**src/hw/rtl/fldr_pkg.sv**
```systemverilog
`timescale 1ns / 1ps
// ----------------------------------------------------------------------------
// fldr_pkg: shared types and constants of the line and disc raster engine
// Holds command codes, register indexes and the word passed from the front
// (command decode) to the back (pixel walker).
// ----------------------------------------------------------------------------
package fldr_pkg;

	typedef enum logic [1:0] {
		FUNC_DISC  = 2'd0,
		FUNC_LINE  = 2'd1,
		FUNC_BLEND = 2'd2,
		FUNC_READ  = 2'd3
	} func_t;

	localparam logic [0:0] REG_WIDTH  = 1'b0;
	localparam logic [0:0] REG_HEIGHT = 1'b1;

	// command word as classified by the front part
	typedef struct packed {
		func_t              func;
		logic signed [10:0] x0;
		logic signed [10:0] y0;
		logic signed [10:0] x1;
		logic signed [10:0] y1;
		logic        [6:0]  radius;  // disc radius, or line stroke radius
		logic               thin;    // line with stroke of one
		logic               zero_len; // line of no length
		logic        [7:0]  alpha;
		logic        [23:0] color;
	} cmd_t;

	typedef enum logic [3:0] {
		BK_IDLE,
		BK_CLEAR,
		BK_LDIV,
		BK_LPOINT,
		BK_DISC,
		BK_DRD,
		BK_BRD,
		BK_BWAIT,
		BK_BMIX,
		BK_BDIV,
		BK_DONE
	} bk_state_t;

endpackage

```
**src/hw/rtl/fldr_front.sv**
```systemverilog
`timescale 1ns / 1ps
// ----------------------------------------------------------------------------
// fldr_front: command decode and two-entry queue
// Accepts commands, works out stroke radius and line kind, and queues the
// classified word for the back part.
// ----------------------------------------------------------------------------
module fldr_front (
	input  logic                clk,
	input  logic                arst_n,
	input  logic                start,
	output logic                busy,
	input  logic [1:0]          func,
	input  logic signed [9:0]   x_start,
	input  logic signed [9:0]   y_start,
	input  logic signed [9:0]   x_end,
	input  logic signed [9:0]   y_end,
	input  logic [5:0]          size,
	input  logic [7:0]          alpha,
	input  logic [23:0]         color,
	output logic                q_valid,
	input  logic                q_pop,
	output fldr_pkg::cmd_t      q_word
);

	fldr_pkg::cmd_t  cmd;
	fldr_pkg::cmd_t  queue_q [2];
	logic            rd_ptr_q;
	logic            wr_ptr_q;
	logic [1:0]      count_q;
	logic [5:0]      stroke;
	logic            push;

	// classify the command
	always_comb begin
		stroke        = (size == 6'd0) ? 6'd1 : size;
		cmd.func      = fldr_pkg::func_t'(func);
		cmd.x0        = 11'(x_start);
		cmd.y0        = 11'(y_start);
		cmd.x1        = 11'(x_end);
		cmd.y1        = 11'(y_end);
		cmd.zero_len  = (x_start == x_end) && (y_start == y_end);
		cmd.thin      = (stroke == 6'd1);
		cmd.alpha     = alpha;
		cmd.color     = color;
		if (fldr_pkg::func_t'(func) == fldr_pkg::FUNC_DISC) begin
			cmd.radius = {1'b0, size};
		end else if (cmd.zero_len) begin
			cmd.radius = 7'({2'b0, stroke[5:1]} + 7'd1);
		end else begin
			cmd.radius = {2'b0, stroke[5:1]};
		end
	end

	assign busy    = count_q[1];
	assign push    = start && !busy;
	assign q_valid = count_q != 2'd0;
	assign q_word  = queue_q[rd_ptr_q];

	// hold queue entries
	always_ff @(posedge clk) begin
		if (push) begin
			queue_q[wr_ptr_q] <= cmd;
		end
	end

	// advance pointers
	always_ff @(posedge clk or negedge arst_n) begin
		if (!arst_n) begin
			rd_ptr_q <= 1'b0;
			wr_ptr_q <= 1'b0;
			count_q  <= 2'd0;
		end else begin
			if (push) begin
				wr_ptr_q <= !wr_ptr_q;
			end
			if (q_pop) begin
				rd_ptr_q <= !rd_ptr_q;
			end
			count_q <= 2'(count_q + {1'b0, push} - {1'b0, q_pop});
		end
	end

	assert property (@(posedge clk) disable iff (!arst_n) count_q != 2'd3)
		else $error("queue count overflow");
	assert property (@(posedge clk) disable iff (!arst_n) q_pop |-> count_q != 2'd0)
		else $error("pop from empty queue");
	assert property (@(posedge clk) disable iff (!arst_n)
		(count_q == 2'd2 && !q_pop) |=> busy)
		else $error("full queue not reported busy");

endmodule

```
**config.mk**
```make
export PLATFORM = sky130hd
export DESIGN_NAME = fldr_front
export DESIGN_NICKNAME = d
export VERILOG_FILES = /design/src/hw/rtl/fldr_pkg.sv /design/src/hw/rtl/fldr_front.sv
export SDC_FILE = /design/constraint.sdc
export NUM_CORES = 1
export LEC_CHECK = 0
export BUFFER_PORTS_ARGS = -buffer_cell sky130_fd_sc_hd__buf_2
export CORE_MARGIN = 2
export CORE_UTILIZATION = 46
export DETAILED_ROUTE_END_ITERATION = 16
export GPL_TIMING_DRIVEN = 0
export HOLD_SLACK_MARGIN = 0.06
export PLACE_DENSITY = 0.71
export SETUP_SLACK_MARGIN = 0.2
export SYNTH_ARGS = -nofsm -noshare
export SYNTH_HDL_FRONTEND = slang
export SYNTH_SLANG_ARGS = --single-unit
```
**constraint.sdc**
```tcl
create_clock -name clk -period 6 [get_ports clk]
set_clock_uncertainty 0.05 [all_clocks]
set_input_delay 0.9 -clock clk [delete_from_list [all_inputs] [get_ports clk]]
set_output_delay 0.9 -clock clk [all_outputs]
set_load 0.02 [all_outputs]
```
==> metrics.txt, run 1 <==
outcome complete, no violations; GR Util All Layers between 10% and 20%; GP Congestion 0.7151; Ys Warns 0; Buf+Inv Stages, Crit Path 4; Post-Syn Area 6576 µm²; Yosys cell types 31; Adder-Cell Fraction of Synth Area 0.3805%; Post-Syn Instances 343; initial antenna violation count 0; die height 123.6 µm; I/O Buffers between 150 and 200; internal power 0.002700 W; r2r setup slk 3.92 ns; fmax 0.2871 GHz; post-layout instance area around 8300 µm²; Sw Ratio 31.26%; kind of critical path flop to output pin; Max H-tree Level 4; share of cells above drive strength 1 53.83%; post-synthesis mux area share 14.04%; Pwr Total ~0.0039 W; CP endpoint kind output pin; max-slew violations 0; Hold WS 0.2335 ns; Die W 123.6 µm; critical path launch point rd_ptr_q$_DFFE_PN0P_; Seq pwr share 40.5%; CTS tree yes; XOR/XNOR share of the synthesized area 3.196%; Synth Area in Compound Gates 1.065%; Detailed Route Iter0 Violations 220; Max Cap Viol 0; DP HPWL approximately 8.9 mm; worst endpoint data arrival time 2.53 ns; via count 3,673; CTS Buffer Depth 2; first-pass GRT wire length about 19 mm; Comb power frac around 33%; Avg Cell Area, Syn 19.17 µm²; Hold Path Class primary input to asynchronous set/reset pin; number of remaining DRC errors 0; Rows 43; critical path cell sequence clkbuf_1, clkbuf_1, mux2_2, buf_4, buf_2; largest family of logic cells by synthesized area multiplexers; Slew HR 42.05%; R2R depth 3; Worst path max stage delay around 0.59 ns; post-synthesis simple-gate area fraction 3.349%; drt first pass iters 4; via count of the first global-routing pass 3,724; clk_lat worst skew between 0.4 and 0.5 ns; remaining antenna violation count 0; Root Buffer Master clkbuf_16; P_leak 3.102 nW; CP required 5.05 ns; Slowest-stage cell, CP clkbuf_1; CTS clk-pin slew, worst paths 0.06 ns; placed inst area 7747 µm²; CTS Hold Bufs 0; Net Sw Power 0.001228 W; clock power share 26.8%; # resized after CTS 0; TritonCTS buffer count 17; Setup crit start kind flop; final setup vio count 0; Worst Tran Pin Value approximately 0.87 ns; Ant. Diodes 0; largest net degree at the start of global routing 32; CP Max Fanout 10; start of the worst register-to-register path count_q[1]$_DFF_PN0_; flops & latches, synth 168; num ports 173; CP dominant cell by count clkbuf_1; drt wl/cell roughly 17 µm; Final Core Density 59.69%; Final #Nets 622; Initial Util a little under half; fin crit share ~58%; P&R area growth vs syn 26.48%; Post-CTS Setup Inserts 0; Net Count, Synth 429; sequential share of the synthesized area 76.41%; P per Cell Area 472.1 nW/µm²; Die ar. approximately 15,000 µm²; CP delay by family, top buffers and inverters; CORE AREA 13,930 µm²; RSZ-0062 raised after global routing no; vias per cell 5.045; total grt overflow 0; CTS sink count 168; endpoints failing hold 0; Peak VDD IR 0.0002596 V; Reg-to-Reg End queue_q[1][68]$_DFFE_PP_; min Tclk post-route 3.483 ns; final WL 12.65 mm
## Yosys cell counts
cell type	count	area share [%]
nand3b_1	1	0.11
and3_1	1	0.095
edfxtp_1	164	75
nand2_2	1	0.095
nor3b_1	2	0.23
a31oi_1	1	0.095
clkbuf_1	10	0.57
nor4_2	2	0.38
o21a_1	1	0.11
o311ai_0	1	0.13
or4_1	4	0.46
a21oi_1	5	0.38
o211ai_1	2	0.23
xnor2_1	3	0.40
nor2_1	6	0.34
conb_1	1	0.057
ha_1	2	0.38
dfrtp_1	4	1.5
nor4b_1	1	0.13
o31ai_1	1	0.11
xor2_1	21	2.8
or2_2	2	0.19
buf_2	1	0.076
nand3_1	7	0.53
or4b_1	1	0.15
nor4_1	4	0.38
buf_4	6	0.68
nand2_1	1	0.057
inv_1	3	0.17
nand2b_1	2	0.19
mux2_2	82	14
## logic make-up after synthesis
kind of cell | count (synthesis)
compound gates | 11
xor+xnor | 24
buf+inv | 20
flops | 168
other cells | 1
simple gates | 35
fa+ha+maj | 2
mux | 82
## state kept, by name, indices dropped and copies added (netlist names)
name,count
queue_q,164
count_q,2
rd_ptr_q,1
wr_ptr_q,1
## cell type report
cell class | instances | area (µm²)
inverters | 3 | 11.26
fillers | 1104 | 5617
multi-input cells | 155 | 1468
plain buffers | 17 | 87.58
clock inverters | 9 | 126.4
flip-flops and latches | 168 | 5025
repair buffers | 174 | 930.9
clock buffers | 22 | 444.2
well taps | 180 | 225.2
## worst max path at each step
stage / end / slack [ns] / cells after the start
CTS: q_word[62] / 2.35 / 5
finish: q_word[62] / 2.52 / 5
global route: q_word[62] / 2.27 / 5
global placement: queue_q[0][29]$_DFFE_PP_ / -0.97 / 3
floorplan: queue_q[0][0]$_DFFE_PP_ / 0.99 / 2
detailed placement: q_word[62] / 2.80 / 5
## stage by stage
stage                     setup TNS, ns  setup WS [ns]  std cells
after floorplan                       0         0.9864        343
after global placement          -158.71        -0.9746        693
after detailed placement              0          2.804        697
after CTS                             0          2.352        728
after global routing                  0          2.273        728
final                                 0          2.517        728
## layout by cell type (no fill, tap or decap), drive strengths merged, types with 4 or more instances in the layout
master,Yosys,final
clkbuf,10,32
buf,7,181
nor4,6,6
or4,4,4
xor2,21,21
clkinv,0,6
edfxtp,164,164
a21oi,5,5
dfrtp,4,4
nand3,7,7
nor2,6,6
mux2,82,82
## per-layer routing
metal	wire length (µm)	global-route usage, %
met2	6173	27.40
met5	0	0
met3	1103	6.319
met4	215	7.102
met1	5160	20.28
## power by group through the flow
stage / logic, W / registers [W] / clock network, W
after floorplan: 0.000860 / 0.00163 / 0
after global placement: 0.00126 / 0.00165 / 0
after detailed placement: 0.00131 / 0.00162 / 0
after CTS: 0.00131 / 0.00159 / 0.00108
after global routing: 0.00139 / 0.00161 / 0.00112
final: 0.00128 / 0.00159 / 0.00105
No activity file was read; power rests on OpenSTA's default activity.
==> inputs of run 2 (changes only) <==
==> constraint.sdc (replaced) <==
create_clock -name clk -period 3.4 [get_ports clk]
set_clock_uncertainty 0.05 [all_clocks]
set_input_delay 0.51 -clock clk [delete_from_list [all_inputs] [get_ports clk]]
set_output_delay 0.51 -clock clk [all_outputs]
set_load 0.02 [all_outputs]
==> metrics.txt, run 2 (synthesis results as in run 1) <==
largest net degree at the start of global routing 32 (unchanged); worst hold path depth 1; endpoints failing hold 0 (unchanged); via count 3,679 (was 3,673); Max H-tree Level 4 (unchanged); Die ar. 15,270 µm² (unchanged); Worst Tran Pin Value 0.8069 ns (was 0.8672 ns); I/O Buffers 170 (unchanged); Final #Nets 623 (was 622); P per Cell Area 825.3 nW/µm² (was 472.1 nW/µm²); max-slew violations 0 (unchanged); Worst path max stage delay 0.55 ns (was 0.59 ns); fin crit share 86.51%; total grt overflow 0 (unchanged); Fin Setup TNS 0 ns (unchanged); TritonCTS buffer count 17 (unchanged); CP Max Fanout 10 (unchanged); GP Congestion 0.7499 (was 0.7151); Ant. Diodes 0 (unchanged); fmax between 0.3 and 0.4 GHz; remaining antenna violation count 0 (unchanged); drt first pass iters 4 (unchanged); outcome complete, no violations (unchanged); Hold Crit Start color[23]; P&R area growth vs syn 26.29% (was 26.48%); CORE AREA 13,930 µm² (unchanged); most frequent cells in the layout 171 x buf_2, 164 x edfxtp_1, 82 x mux2_2, 21 x xor2_1, 17 x clkbuf_16 (unchanged); DP HPWL 8.659 mm (was 8.874 mm); Largest register FFs 164 (unchanged); critical path cell sequence clkbuf_1, clkbuf_1, mux2_2, buf_2 (was clkbuf_1, clkbuf_1, mux2_2, buf_4, buf_2); first-pass GRT wire length 18.02 mm (was 19.01 mm); initial antenna violation count 0 (unchanged); CTS sink count 168 (unchanged); Buf+Inv Stages, Crit Path 3 (was 4); clk_lat worst skew 0.41 ns (about the same); post-layout instance area 8305 µm² (was 8318 µm²); CP required 2.84 ns (was 5.05 ns); num ports 173 (unchanged); CTS tree yes (unchanged); r2r setup slk 1.36 ns (was 3.92 ns); Rows 43 (unchanged); final setup vio count 0 (unchanged); Max Cap Viol 0 (unchanged); Die W 123.6 µm (unchanged); RSZ-0062 raised after global routing no (unchanged); Reg-to-Reg End queue_q[0][10]$_DFFE_PP_ (was queue_q[1][68]$_DFFE_PP_); via count of the first global-routing pass 3,616 (was 3,724); fin worst setup slack 0.4588 ns (was 2.517 ns); CP dominant cell by count clkbuf_1 (unchanged); kind of critical path flop to output pin (unchanged); final WL 12.40 mm (was 12.65 mm); vias per cell 5.047 (was 5.045); P_leak 3.092 nW (was 3.102 nW); placed inst area 7747 µm² (unchanged); min Tclk post-route 2.941 ns; WP depth 4 (was 5); Initial Util 47.19% (unchanged); CTS Buffer Depth 2 (unchanged); share of cells above drive strength 1 53.92% (was 53.83%); crit path to q_word[48] (was q_word[62]); Setup crit start kind flop (unchanged); worst slack at placement 0.6129 ns (was 2.804 ns); Hold WS 0.2267 ns (was 0.2335 ns); critical path launch point rd_ptr_q$_DFFE_PN0P_ (unchanged); CTS clk-pin slew, worst paths 0.06 ns (about the same); Slew HR 46.08% (was 42.05%); Peak VDD IR 0.0004230 V (was 0.0002596 V); GR Util All Layers 16.29% (was 16.89%); Hold Path Class primary input to flop (was primary input to asynchronous set/reset pin); CP endpoint kind output pin (unchanged); Detailed Route Iter0 Violations 167 (was 220); most common cell after layout, fill and taps aside buf_2 (unchanged); drt wl/cell 17.01 µm (was 17.38 µm); largest reg by FF count queue_q (unchanged); die height 123.6 µm (unchanged); Pwr Total 0.006854 W (was 0.003927 W); Slowest-stage cell, CP clkbuf_1 (unchanged); Root Buffer Master clkbuf_16 (unchanged); start of the worst register-to-register path count_q[1]$_DFF_PN0_ (unchanged); number of remaining DRC errors 0 (unchanged); worst endpoint data arrival time 2.38 ns (was 2.53 ns); Largest regs queue_q: 164 flops, count_q: 2 flops (unchanged); CP delay by family, top buffers and inverters (unchanged); R2R depth 3 (unchanged)
-- run 2: cell types whose count changed in the layout (fill, tap and decap cells not counted), moves of 2 or more --
cell,change
clkinv_1,+2
clkbuf_1,-3
clkinvlp_4,+2
clkbuf_2,+2
-- run 2: worst min-delay path by stage --
stage	to	slack, ns
floorplan	count_q[0]$_DFF_PN0_	0.16
global placement	count_q[1]$_DFF_PN0_	0.27
detailed placement	count_q[0]$_DFF_PN0_	0.28
CTS	queue_q[0][0]$_DFFE_PP_	0.21
global route	queue_q[0][18]$_DFFE_PP_	0.21
finish	queue_q[1][23]$_DFFE_PP_	0.23
-- run 2: cell type report --
| cell class | count | area, µm² |
|---|---|---|
| fillers | 1081 | 5629 |
| flip-flops and latches | 168 | 5025 |
| multi-input cells | 155 | 1468 |
| repair buffers | 175 | 940.9 |
| clock buffers | 21 | 440.4 |
| well taps | 180 | 225.2 |
| clock inverters | 10 | 105.1 |
| plain buffers | 17 | 90.09 |
| inverters | 3 | 11.26 |
-- run 2: repair_timing --
item / 4_1_cts / 5_1_grt
gates resized for setup: 2 / 0
hold buffers: 1 / 0
buffers inserted: 0 / 0
setup endpoints to repair: 2 / 0
hold endpoints to repair: 4 / 0
-- run 2: worst reg2reg max path, cell delays in order, from the launching register on --
cell and delay [ns]:
dfrtp_1 0.41, nand2b_1 0.28, nor2_4 0.68, buf_12 0.30
-- run 2: per-stage QoR --
stage               util (%)  cells
floorplan                  -    343
global placement       54.95    693
detailed placement     55.60    697
CTS                    59.60    729
global route           59.60    729
finish                 59.60    729
-- run 2: power breakdown --
group	switching (W)	internal (W)	total (W)
sequential	0.0000865	0.00272	0.00281
combinational	0.00137	0.000899	0.00227
clock	0.000711	0.00107	0.00178
-- run 2: routing by layer --
| metal | wire length [µm] | up-vias | share of wire, % | global-route usage (%) |
|---|---|---|---|---|
| li1 | - | 1721 | - | - |
| met1 | 5056 | 1787 | 41 | 19.46 |
| met2 | 5991 | 152 | 48 | 26.61 |
| met3 | 1140 | 19 | 9.2 | 6.135 |
| met4 | 212 | 0 | 1.7 | 6.676 |
| met5 | 0 | - | 0 | 0 |
